`config.mk`:
```
export PLATFORM = sky130hd
export DESIGN_NAME = task_deque
export DESIGN_NICKNAME = d
export VERILOG_FILES = /design/src/design/tdq_pkg.sv /design/src/design/tdq_ram.sv /design/src/design/task_deque.sv
export SDC_FILE = /design/constraint.sdc
export NUM_CORES = 1
export LEC_CHECK = 0
export CORE_MARGIN = 2
export CORE_UTILIZATION = 45
export DETAILED_ROUTE_END_ITERATION = 12
export DONT_BUFFER_PORTS = 1
export PLACE_DENSITY = 0.64
export SKIP_LAST_GASP = 1
export SYNTH_ARGS = -nofsm -noshare
export SYNTH_HDL_FRONTEND = slang
export SYNTH_SLANG_ARGS = --single-unit
```
`constraint.sdc`:
```
create_clock -name clk -period 13.5 [get_ports clk]
set_input_delay 1.35 -clock clk [delete_from_list [all_inputs] [get_ports clk]]
set_output_delay 1.35 -clock clk [all_outputs]
set_load 0.01 [all_outputs]
```
`src/design/tdq_pkg.sv`:
```
// tdq_pkg: shared word types, operation codes and status codes for task_deque.
// No dependencies.
package tdq_pkg;

    localparam int OP_W       = 3;
    localparam int RUN_TIME_W = 8;
    localparam int STATUS_W   = 2;
    localparam int NUMBER_W   = 16;
    localparam int COUNT_W    = 5;

    localparam logic [OP_W-1:0] OP_PUSH_BACK   = 3'd0;
    localparam logic [OP_W-1:0] OP_POP_FRONT   = 3'd1;
    localparam logic [OP_W-1:0] OP_POP_BACK    = 3'd2;
    localparam logic [OP_W-1:0] OP_DRAIN_FRONT = 3'd3;
    localparam logic [OP_W-1:0] OP_DRAIN_BACK  = 3'd4;

    localparam logic [STATUS_W-1:0] ST_OK    = 2'd0;
    localparam logic [STATUS_W-1:0] ST_FULL  = 2'd1;
    localparam logic [STATUS_W-1:0] ST_EMPTY = 2'd2;

    typedef struct packed {
        logic [OP_W-1:0]       operation;
        logic [RUN_TIME_W-1:0] run_time;
    } req_word_t;

    typedef struct packed {
        logic [STATUS_W-1:0]   status;
        logic [NUMBER_W-1:0]   task_number;
        logic [RUN_TIME_W-1:0] task_time;
        logic [NUMBER_W-1:0]   front_number;
        logic [RUN_TIME_W-1:0] front_time;
        logic [NUMBER_W-1:0]   back_number;
        logic [RUN_TIME_W-1:0] back_time;
        logic [COUNT_W-1:0]    entry_count;
        logic                  last_of_run;
    } rsp_word_t;

endpackage

```
`src/design/tdq_ram.sv`:
```
// tdq_ram: task storage, one write port and one read port, registered read data.
// No dependencies.
module tdq_ram #(
    parameter int DEPTH = 16,
    parameter int WIDTH = 24
) (
    input  logic                     clk,
    input  logic                     wr_en,
    input  logic [$clog2(DEPTH)-1:0] wr_addr,
    input  logic [WIDTH-1:0]         wr_data,
    input  logic                     rd_en,
    input  logic [$clog2(DEPTH)-1:0] rd_addr,
    output logic [WIDTH-1:0]         rd_data
);

    logic [WIDTH-1:0] mem [DEPTH];
    logic [WIDTH-1:0] rd_data_reg;

    always_ff @(posedge clk)
    begin
        if (wr_en)
        begin
            mem[wr_addr] <= wr_data;
        end
        if (rd_en)
        begin
            rd_data_reg <= mem[rd_addr];
        end
    end

    assign rd_data = rd_data_reg;

endmodule

```
`src/design/task_deque.sv`:
```
// task_deque: bounded double-ended task queue with push, pop and drain.
// Depends on tdq_pkg and tdq_ram.
//
//  channel  direction  word        handshake
//  req      in         req_word_t  req_valid / req_ready
//  rsp      out        rsp_word_t  rsp_valid / rsp_ready
//
// Push and pop: accepted in S_IDLE, then executed in S_EXEC with the memory read back.
// Drain: accepted in S_IDLE, then one rsp word per held task from S_EXEC; one read of the single read port per task.
// Reset leaves the queue empty; storage needs no clearing pass.
// A held rsp word stalls execution; req_ready is high only when no word is in work.
module task_deque
    import tdq_pkg::*;
#(
    parameter int DEPTH      = 16,
    parameter int TIME_WIDTH = 8
) (
    input  logic      clk,
    input  logic      rst_n,
    input  logic      req_valid,
    output logic      req_ready,
    input  req_word_t req,
    output logic      rsp_valid,
    input  logic      rsp_ready,
    output rsp_word_t rsp
);

    localparam int IW = $clog2(DEPTH);
    localparam int CW = $clog2(DEPTH + 1);
    localparam int SW = CW + 1;

    typedef struct packed {
        logic [NUMBER_W-1:0]   number;
        logic [TIME_WIDTH-1:0] run;
    } entry_t;

    typedef enum logic {S_IDLE, S_EXEC} state_t;

    state_t    state_reg, state_next;
    logic [IW-1:0] head_reg, head_next;
    logic [CW-1:0] count_reg, count_next;
    entry_t    front_reg, front_next;
    entry_t    back_reg, back_next;
    req_word_t op_reg, op_next;
    logic      rsp_valid_reg;
    rsp_word_t rsp_reg, rsp_next;

    logic      out_free;
    logic      fire;
    logic      last;
    logic      is_drain;
    logic      wr_en;
    logic [IW-1:0] wr_addr;
    entry_t    wr_data;
    logic      rd_en;
    logic [IW-1:0] rd_addr;
    entry_t    rd_data;
    logic [OP_W-1:0] rd_op;
    logic [SW-1:0] tail_sum;
    logic [SW-1:0] back_sum;
    logic [IW-1:0] tail_addr;
    logic [IW-1:0] front_addr;
    logic [IW-1:0] back_addr;
    logic [TIME_WIDTH+RUN_TIME_W-1:0] wr_time_ext;
    logic [CW+COUNT_W-1:0] count_ext;
    entry_t    taken;

    function automatic logic [RUN_TIME_W-1:0] to_out_time(input logic [TIME_WIDTH-1:0] t);
        logic [TIME_WIDTH+RUN_TIME_W-1:0] e;
        e = {{RUN_TIME_W{1'b0}}, t};
        return e[RUN_TIME_W-1:0];
    endfunction

    tdq_ram #(
        .DEPTH (DEPTH),
        .WIDTH (NUMBER_W + TIME_WIDTH)
    ) u_ram (
        .clk     (clk),
        .wr_en   (wr_en),
        .wr_addr (wr_addr),
        .wr_data (wr_data),
        .rd_en   (rd_en),
        .rd_addr (rd_addr),
        .rd_data (rd_data)
    );

    assign out_free  = !rsp_valid_reg || rsp_ready;
    assign req_ready = (state_reg == S_IDLE);
    assign rsp_valid = rsp_valid_reg;
    assign rsp       = rsp_reg;
    assign is_drain  = (op_reg.operation == OP_DRAIN_FRONT)
                    || (op_reg.operation == OP_DRAIN_BACK);

    // tail slot for a push
    assign tail_sum  = SW'(head_reg) + SW'(count_reg);
    assign tail_addr = (tail_sum >= SW'(DEPTH)) ? IW'(tail_sum - SW'(DEPTH)) : IW'(tail_sum);
    assign wr_time_ext = {{TIME_WIDTH{1'b0}}, op_reg.run_time};

    always_comb
    begin
        state_next = state_reg;
        head_next  = head_reg;
        count_next = count_reg;
        front_next = front_reg;
        back_next  = back_reg;
        op_next    = op_reg;
        rsp_next   = rsp_reg;
        fire       = 1'b0;
        last       = 1'b1;
        wr_en      = 1'b0;
        wr_addr    = tail_addr;
        wr_data.number = (count_reg == '0) ? NUMBER_W'(1) : back_reg.number + NUMBER_W'(1);
        wr_data.run    = wr_time_ext[TIME_WIDTH-1:0];
        taken      = '0;
        rsp_next.status = ST_OK;

        unique case (state_reg)
            S_IDLE:
            begin
                if (req_valid)
                begin
                    op_next    = req;
                    state_next = S_EXEC;
                end
            end
            S_EXEC:
            begin
                if (out_free)
                begin
                    fire = 1'b1;
                    case (op_reg.operation) inside
                        OP_PUSH_BACK:
                        begin
                            if (count_reg == CW'(DEPTH))
                            begin
                                rsp_next.status = ST_FULL;
                            end
                            else
                            begin
                                wr_en      = 1'b1;
                                taken      = wr_data;
                                back_next  = wr_data;
                                if (count_reg == '0)
                                begin
                                    front_next = wr_data;
                                end
                                count_next = count_reg + CW'(1);
                            end
                        end
                        OP_POP_FRONT, OP_DRAIN_FRONT:
                        begin
                            if (count_reg == '0)
                            begin
                                rsp_next.status = ST_EMPTY;
                            end
                            else
                            begin
                                taken      = front_reg;
                                front_next = rd_data;
                                head_next  = (head_reg == IW'(DEPTH - 1)) ? '0 : head_reg + IW'(1);
                                count_next = count_reg - CW'(1);
                                last       = (count_next == '0);
                            end
                        end
                        OP_POP_BACK, OP_DRAIN_BACK:
                        begin
                            if (count_reg == '0)
                            begin
                                rsp_next.status = ST_EMPTY;
                            end
                            else
                            begin
                                taken      = back_reg;
                                back_next  = rd_data;
                                count_next = count_reg - CW'(1);
                                last       = (count_next == '0);
                            end
                        end
                        default:
                        begin
                        end
                    endcase

                    if (!is_drain)
                    begin
                        last = 1'b1;
                    end
                    if (is_drain && last && count_reg != '0)
                    begin
                        head_next = '0;
                    end
                    if (last)
                    begin
                        state_next = S_IDLE;
                    end
                end
            end
            default:
            begin
                state_next = S_IDLE;
            end
        endcase

        count_ext = {{COUNT_W{1'b0}}, count_next};
        rsp_next.task_number  = taken.number;
        rsp_next.task_time    = to_out_time(taken.run);
        rsp_next.front_number = (count_next == '0) ? '0 : front_next.number;
        rsp_next.front_time   = (count_next == '0) ? '0 : to_out_time(front_next.run);
        rsp_next.back_number  = (count_next == '0) ? '0 : back_next.number;
        rsp_next.back_time    = (count_next == '0) ? '0 : to_out_time(back_next.run);
        rsp_next.entry_count  = count_ext[COUNT_W-1:0];
        rsp_next.last_of_run  = last;
    end

    // read the entry that becomes the new front or back after the next removal
    assign rd_op    = (state_reg == S_IDLE) ? req.operation : op_reg.operation;
    assign rd_en    = ((state_reg == S_IDLE) && req_valid) || fire;
    assign back_sum = SW'(head_next) + SW'(count_next) - SW'(2);
    assign front_addr = (head_next == IW'(DEPTH - 1)) ? '0 : head_next + IW'(1);
    assign back_addr  = (count_next < CW'(2)) ? head_next
                      : (back_sum >= SW'(DEPTH)) ? IW'(back_sum - SW'(DEPTH))
                      : IW'(back_sum);
    assign rd_addr  = ((rd_op == OP_POP_FRONT) || (rd_op == OP_DRAIN_FRONT))
                    ? front_addr : back_addr;

    always_ff @(posedge clk or negedge rst_n)
    begin
        if (!rst_n)
        begin
            state_reg     <= S_IDLE;
            head_reg      <= '0;
            count_reg     <= '0;
            rsp_valid_reg <= 1'b0;
        end
        else
        begin
            state_reg <= state_next;
            head_reg  <= head_next;
            count_reg <= count_next;
            if (fire)
            begin
                rsp_valid_reg <= 1'b1;
            end
            else if (rsp_ready)
            begin
                rsp_valid_reg <= 1'b0;
            end
        end
    end

    always_ff @(posedge clk)
    begin
        front_reg <= front_next;
        back_reg  <= back_next;
        op_reg    <= op_next;
        if (fire)
        begin
            rsp_reg <= rsp_next;
        end
    end

    a_count_bound: assert property (@(posedge clk) disable iff (!rst_n)
        count_reg <= CW'(DEPTH))
        else $error("held count above depth");

    a_single_done: assert property (@(posedge clk) disable iff (!rst_n)
        (fire && !is_drain) |=> (state_reg == S_IDLE))
        else $error("single-result operation did not finish");

    a_drain_more: assert property (@(posedge clk) disable iff (!rst_n)
        (fire && !last) |=> (state_reg == S_EXEC))
        else $error("drain stopped before last word");

    a_drain_empty: assert property (@(posedge clk) disable iff (!rst_n)
        (fire && is_drain && last && (count_reg != '0))
        |=> (count_reg == '0) && (head_reg == '0))
        else $error("drain left tasks behind");

    a_push_count: assert property (@(posedge clk) disable iff (!rst_n)
        (fire && (op_reg.operation == OP_PUSH_BACK) && (count_reg != CW'(DEPTH)))
        |=> (count_reg == $past(count_reg) + CW'(1)))
        else $error("push did not add a task");

endmodule

```
Yosys cells after proc, flatten, opt, wreduce, memory -nomap -nowiden
Memory sizes are Yosys's and may differ from the RTL's. A register that Yosys moved wholly into a read port is not among the register bits.
Cells that the tools add are included.
{"block": "classes", "addsub": 10, "n_lt_le_gt_ge": 3, "eq_ne": 9, "mux": 67, "n_bitwise": 1, "reduce_logical": 18}
{"operator": "24-bit two-way mux", "n": 20}
{"operator": "4-bit two-way mux", "n": 12}
{"operator": "5-bit two-way mux", "n": 7}
{"operator": "1-bit two-way mux", "n": 21}
{"operator": "16-bit by 1-bit adder with 16-bit output, second input constant", "n": 1}
{"operator": "16-bit two-way mux", "n": 1}
{"operator": "5-bit zero test", "n": 3}
{"operator": "4-bit by 5-bit adder with 6-bit output", "n": 2}
{"operator": "6-bit by 5-bit >= comparator with 1-bit output, second input constant", "n": 2}
{"operator": "3-bit by 2-bit equality test with 1-bit output, second input constant", "n": 3}
{"operator": "4-bit by 1-bit adder with 4-bit output, second input constant", "n": 2}
{"operator": "4-bit equality test, second input constant", "n": 2}
{"operator": "2-bit two-way mux", "n": 4}
{"operator": "4-bit by 1-bit subtractor with 4-bit output, second input constant", "n": 2}
{"operator": "3-bit by 1-bit equality test with 1-bit output, second input constant", "n": 2}
{"operator": "6-bit by 2-bit subtractor with 6-bit output, second input constant", "n": 1}
{"operator": "5-bit by 1-bit adder with 5-bit output, second input constant", "n": 1}
{"operator": "5-bit equality test, second input constant", "n": 1}
{"operator": "5-bit by 2-bit < comparator with 1-bit output, second input constant", "n": 1}
{"operator": "5-bit nonzero test", "n": 1}
{"operator": "5-bit by 1-bit subtractor with 5-bit output, second input constant", "n": 1}
{"operator": "1-bit logical OR", "n": 4}
{"operator": "2-bit AND reduction", "n": 2}
{"operator": "2-bit OR reduction", "n": 2}
{"operator": "other kinds (8)", "n": 10}
{"block": "totals", "regBits": 150, "ram_bits": 384, "in_bits": 15, "out_inout_bits": 82, "wordCells": 128, "mem_count": 1}
{"memory": "u_ram.mem", "words": 16, "width": 24, "rd": 1, "rd_clocked_by_memory_dff": 1, "write_ports": 1, "line_no": "tdq_ram.sv:16", "source": "logic [WIDTH-1:0] mem [DEPTH];"}

Logic depth before layout (Yosys ltp)
{"block": "logic_depth", "ltp_word": 20, "ltp_mapped": 24}

Modules after synthesis
Synthesis repeated with hierarchy kept, for this count alone.
{"block": "unflattened", "hier_cells": 1249, "hier_area_um2": 22051.1}
{"module": "tdq_ram", "instances": 1, "cells_per_inst": 636, "area_each_um2": 15170.8, "seq_area_each_um2": 12251.8}
{"module": "task_deque", "instances": 1, "cells_per_inst": 613, "area_each_um2": 6880.3, "seq_area_each_um2": 3968.8}

Worst setup path after synthesis
Ideal clock, no wire load.
{"block": "synth_path", "kind": "input port to flip-flop", "from": "input port rsp_ready", "to": "register u_ram.rd_data_reg[10] (netlist: u_ram.rd_data[10]), read port of u_ram.mem, data pin", "setup_ns": 0.256, "arrival_ns": 6.861, "slack_ns": 6.384, "cell_stages": 18, "path_buffers": 2, "cell_sequence": "nand2b_1 -> nand2_1 -> inv_1 -> nand2_1 -> a21oi_1 -> ha_1 -> fa_1 -> xnor2_1 -> nand2_1 -> a21oi_1 -> mux2_2 -> a211oi_1 -> a2bb2oi_1 -> buf_2 -> clkbuf_1 -> nor3_1 -> or4_1 -> a41o_1"}
{"block": "synth_between", "word_cells_on_any_way": 19}
{"element": "start, declared", "line_no": "task_deque.sv:24", "source": "input logic rsp_ready,"}
{"element": "1-bit logical OR", "line_no": "task_deque.sv:87", "source": "assign out_free = !rsp_valid_reg || rsp_ready;"}
{"element": "1-bit two-way mux", "line_no": "task_deque.sv:128", "source": "if (out_free)"}
{"element": "1-bit two-way mux", "line_no": "task_deque.sv:117", "source": "unique case (state_reg)"}
{"element": "via fire", "line_no": "task_deque.sv:49", "source": "logic fire;"}
{"element": "1-bit logical OR", "line_no": "task_deque.sv:217", "source": "assign rd_en = ((state_reg == S_IDLE) && req_valid) || fire;"}
{"element": "end, declared", "line_no": "tdq_ram.sv:17", "source": "logic [WIDTH-1:0] rd_data_reg;"}
The timed path passes the listed nets, and every way through them passes these cells.
A chain may end at the register's enable or synchronous reset.

Final worst setup path
{"block": "layout_path", "from": "register count_reg[1]", "to": "register u_ram.rd_data_reg[5] (netlist: u_ram.rd_data[5]), read port of u_ram.mem, data pin"}
{"block": "layout_between", "elab_chain_len": 20, "word_cells_on_any_way": 39}
{"element": "start, declared", "line_no": "task_deque.sv:41", "source": "logic [CW-1:0] count_reg, count_next;"}
{"element": "start signal, assigned", "line_no": "task_deque.sv:239", "source": "count_reg <= count_next;"}
{"element": "5-bit by 1-bit subtractor with 5-bit output", "line_no": "task_deque.sv:161, task_deque.sv:175"}
{"element": "5-bit zero test", "line_no": "task_deque.sv:162, task_deque.sv:176"}
{"element": "1-bit two-way mux", "line_no": "task_deque.sv:152, task_deque.sv:167"}
{"element": "1-bit two-way mux (3 in a row)", "line_no": "task_deque.sv:131", "source": "case (op_reg.operation) inside"}
{"element": "1-bit two-way mux", "line_no": "task_deque.sv:184", "source": "if (!is_drain)"}
{"element": "1-bit two-way mux", "line_no": "task_deque.sv:128"}
{"element": "1-bit two-way mux", "line_no": "task_deque.sv:117"}
{"element": "1-bit logical AND (2 in a row)", "line_no": "task_deque.sv:188", "source": "if (is_drain && last && count_reg != '0)"}
{"element": "[... 2 more ...]"}
{"element": "4-bit two-way mux (*)", "line_no": "task_deque.sv:117"}
{"element": "via head_next[0]", "line_no": "task_deque.sv:40", "source": "logic [IW-1:0] head_reg, head_next;"}
{"element": "4-bit by 5-bit adder with 6-bit output", "line_no": "task_deque.sv:218", "source": "assign back_sum = SW'(head_next) + SW'(count_next) - SW'(2);"}
{"element": "6-bit by 2-bit subtractor with 6-bit output", "line_no": "task_deque.sv:218"}
{"element": "6-bit by 5-bit >= comparator with 1-bit output / 4-bit by 1-bit subtractor with 4-bit output (equally long branches)", "line_no": "task_deque.sv:221", "source": ": (back_sum >= SW'(DEPTH)) ? IW'(back_sum - SW'(DEPTH))"}
{"element": "4-bit two-way mux", "line_no": "task_deque.sv:221"}
{"element": "4-bit two-way mux", "line_no": "task_deque.sv:220", "source": "assign back_addr = (count_next < CW'(2)) ? head_next"}
{"element": "4-bit two-way mux (*)", "line_no": "task_deque.sv:224", "source": "? front_addr : back_addr;"}
The timed path passes the listed nets; every way through them passes the cells marked *. The select of a mux whose other input is x is not followed.

==> flow_summary.json <==
{
  "netlist_area_um2": 22800,
  "fin_setup_tns_ns": 0,
  "synthMuxAreaShare_pct": 4.30,
  "synth_top_cell_area_share_pct": 65.7,
  "largest_register_ffs": 384,
  "cts-buffers-inserted": 55,
  "place_congestion": 0.898,
  "cts_root_buf": "clkbuf_16",
  "nFillCells": 4270,
  "synth.largest_area_cell": "edfxtp_1",
  "finalNonFillerCells": 2352,
  "slew_headroom_pct": 10.7,
  "synthCells": 1643,
  "floorplan.initialDensity_pct": 45.6,
  "setup_viol": 0,
  "area_delta_synth_final_pct": 11.6,
  "nets": 1665,
  "cp_slowest_cell": "buf_4",
  "cap_violations": 0,
  "skew_ns": 0.0196,
  "finalHoldViolations": 0,
  "ys_top_cells_by_area": "edfxtp_1, mux2i_1, dfxtp_1, nand2_1, nor3_1",
  "path_cells": "inv_1 > ha_1 > nor4b_2 > buf_4 > nor4_2 > buf_4 > nor2b_1 > o21ai_0 > nand2_1 > ha_1 > ha_1 > nand2_1 > a31oi_1 > a221o_4 > buf_4 > buf_4 > mux2i_1 > nor3_1 > or4_1 > a41o_1",
  "dp_cells": 2251,
  "synth.yosys.seq_area_share_pct": 71.1,
  "synth_edf_count": 499,
  "hold_ws_ns": 0.439,
  "crit_cells": 20,
  "post-synth-top-count-cell": "edfxtp_1",
  "grt_pass1_vias": 13400,
  "grt-ovfl-total": 0,
  "synth_xor_area_share_pct": 0.959,
  "multi_input_area_um2": 6220,
  "hp-class": "in -> async",
  "die_height_um": 229,
  "utilization_pct": 50.9,
  "rsz0062_at_grt": "no",
  "row_count": 82,
  "finalCritPeriodShare_pct": 53.2,
  "viasPerCell": 5.89,
  "ys_async_sr_fraction_pct": 1.97,
  "synth_top_family_by_area": "simple AND/OR/NAND/NOR gates",
  "fin_crit_ns": 7.18,
  "outcome": "finished, final reports clean",
  "synth_adder_area_share_pct": 0.877,
  "ys.flop_type": "edfxtp_1",
  "grt_max_degree": 84,
  "track_usage_pct": 21.3,
  "die_area_um2": 52500,
  "wl_um": 56100,
  "ff2ff_path_depth": 20,
  "synth-seq-cells": 558,
  "cts_resized": 0,
  "grt_pass1_wl_um": 84500,
  "critPathBufInv": 5,
  "slew_violations": 0,
  "clk_latency_ns": 0.60,
  "cts.sinks": 558,
  "tightest_slew_ns": 1.33,
  "drt_iter0_markers": 1371,
  "io-pin-count": 97,
  "synth_simple_gate_area_share_pct": 13.7,
  "synth_common_cells": "edfxtp_1, nand2_1, nor3_1",
  "crit_arrival_ns": 7.51,
  "portBuffers": 0,
  "synth_warnings": 0,
  "synth_compound_area_share_pct": 6.72,
  "core_area_um2": 50100,
  "clk_path_buf_depth": 3,
  "cts_tree": "yes",
  "htree_levels": 2,
  "worstSetupPathType": "reg -> reg",
  "max_freq_mhz": 139,
  "postCtsSetupBuffers": 0,
  "post_drt_wl_per_cell_um": 23.9,
  "worstPathMaxFanout": 63,
  "regArea_um2": 16200,
  "postRouteAntennaNets": 0,
  "yosysUniqueCellTypes": 70,
  "syn_avg_cell_area_um2": 13.9,
  "die-width_um": 229,
  "worstSetupEndpointType": "flip-flop",
  "required_ns": 13.84,
  "cp-start-kind": "flip-flop",
  "first_pass_iters": 5,
  "path_delay_family": "buffers and inverters",
  "cp_common_cell": "buf_4",
  "syn_nets": 1672,
  "hpwl_um": 32300,
  "antenna_found_initial": 0,
  "clkTransAtPathRegs_ns": 0.07,
  "max_stage_delay_ns": 0.82,
  "route.detailed.drc": 0,
  "via_count": 13900,
  "cts_hold_buf": 0,
  "drive_above_1_share_pct": 9.46,
  "n_antenna_cell": 0
}
==> placed cells by master, fill, tap and decap left out, types with 19 or more instances in the layout <==
cell	instances
edfxtp_1	499
nand2_1	224
nor3_1	110
mux2i_1	97
nand3_1	62
clkbuf_16	59
and2_1	56
and3_1	52
dfxtp_1	48
nor2_1	47
a221o_1	46
buf_4	36
o21ai_0	31
or4_1	23
a41o_1	23
inv_1	19
==> layout make-up <==
cell class	instances	area share, %
clock inverters	33	1.26
clock buffers	68	6.01
multi-input cells	965	24.4
inverters	20	0.300
repair buffers	36	1.06
flip-flops and latches	558	63.7
well taps	672	3.30
==> stage by stage <==
stage,area [µm²],setup slack [ns]
floorplan,22800,6.38
global placement,23600,6.32
detailed placement,23600,6.19
CTS,25500,6.40
global route,25500,5.91
finish,25500,6.32
==> cells by family (layout without fill, tap and decap cells) <==
| kind of cell | count (synthesis) | count (layout) |
|---|---|---|
| multiplexers | 98 | 98 |
| flip-flops | 558 | 558 |
| adder cells (fa/ha/maj) | 15 | 15 |
| XOR/XNOR | 25 | 25 |
| buffers and inverters | 120 | 157 |
| AND/OR/NAND/NOR | 639 | 639 |
| AO/OA/AOI/OAI | 188 | 188 |
==> worst register-to-register path, cell delays in order (launching register included) <==
cell and delay (ns):
dfrtp_1 0.53, inv_1 0.14, ha_1 0.31, nor4b_2 0.20, buf_4 0.25, nor4_2 0.27
buf_4 0.50, nor2b_1 0.11, o21ai_0 0.13, nand2_1 0.22, ha_1 0.26, ha_1 0.27
nand2_1 0.04, a31oi_1 0.36, a221o_4 0.61, buf_4 0.73, buf_4 0.84, mux2i_1 0.35
nor3_1 0.06, or4_1 0.55, a41o_1 0.22
==> worst paths after layout <==
check | start | end | slack, ns
min in group clk | front_reg[22] | front_reg[22] | 0.50
min reg2reg | front_reg[22] | front_reg[22] | 0.50
max in group asynchronous | rst_n | head_reg[1] | 12.97
max reg2reg | count_reg[1] | u_ram.rd_data[5] | 6.32
max | count_reg[1] | u_ram.rd_data[5] | 6.32
min | rst_n | head_reg[0] | 0.44
==> metal layers <==
metal / part of all wire (%) / global-route usage [%] / up-vias
li1: - / - / 6227
met1: 44 / 29.4 / 6961
met2: 47 / 34.6 / 551
met3: 6.4 / 2.89 / 115
met4: 3.0 / 7.63 / 0
met5: 0 / 0 / -
Power is not shown: default switching activity piles up to over one toggle a cycle in this logic, so the estimate is an artifact.
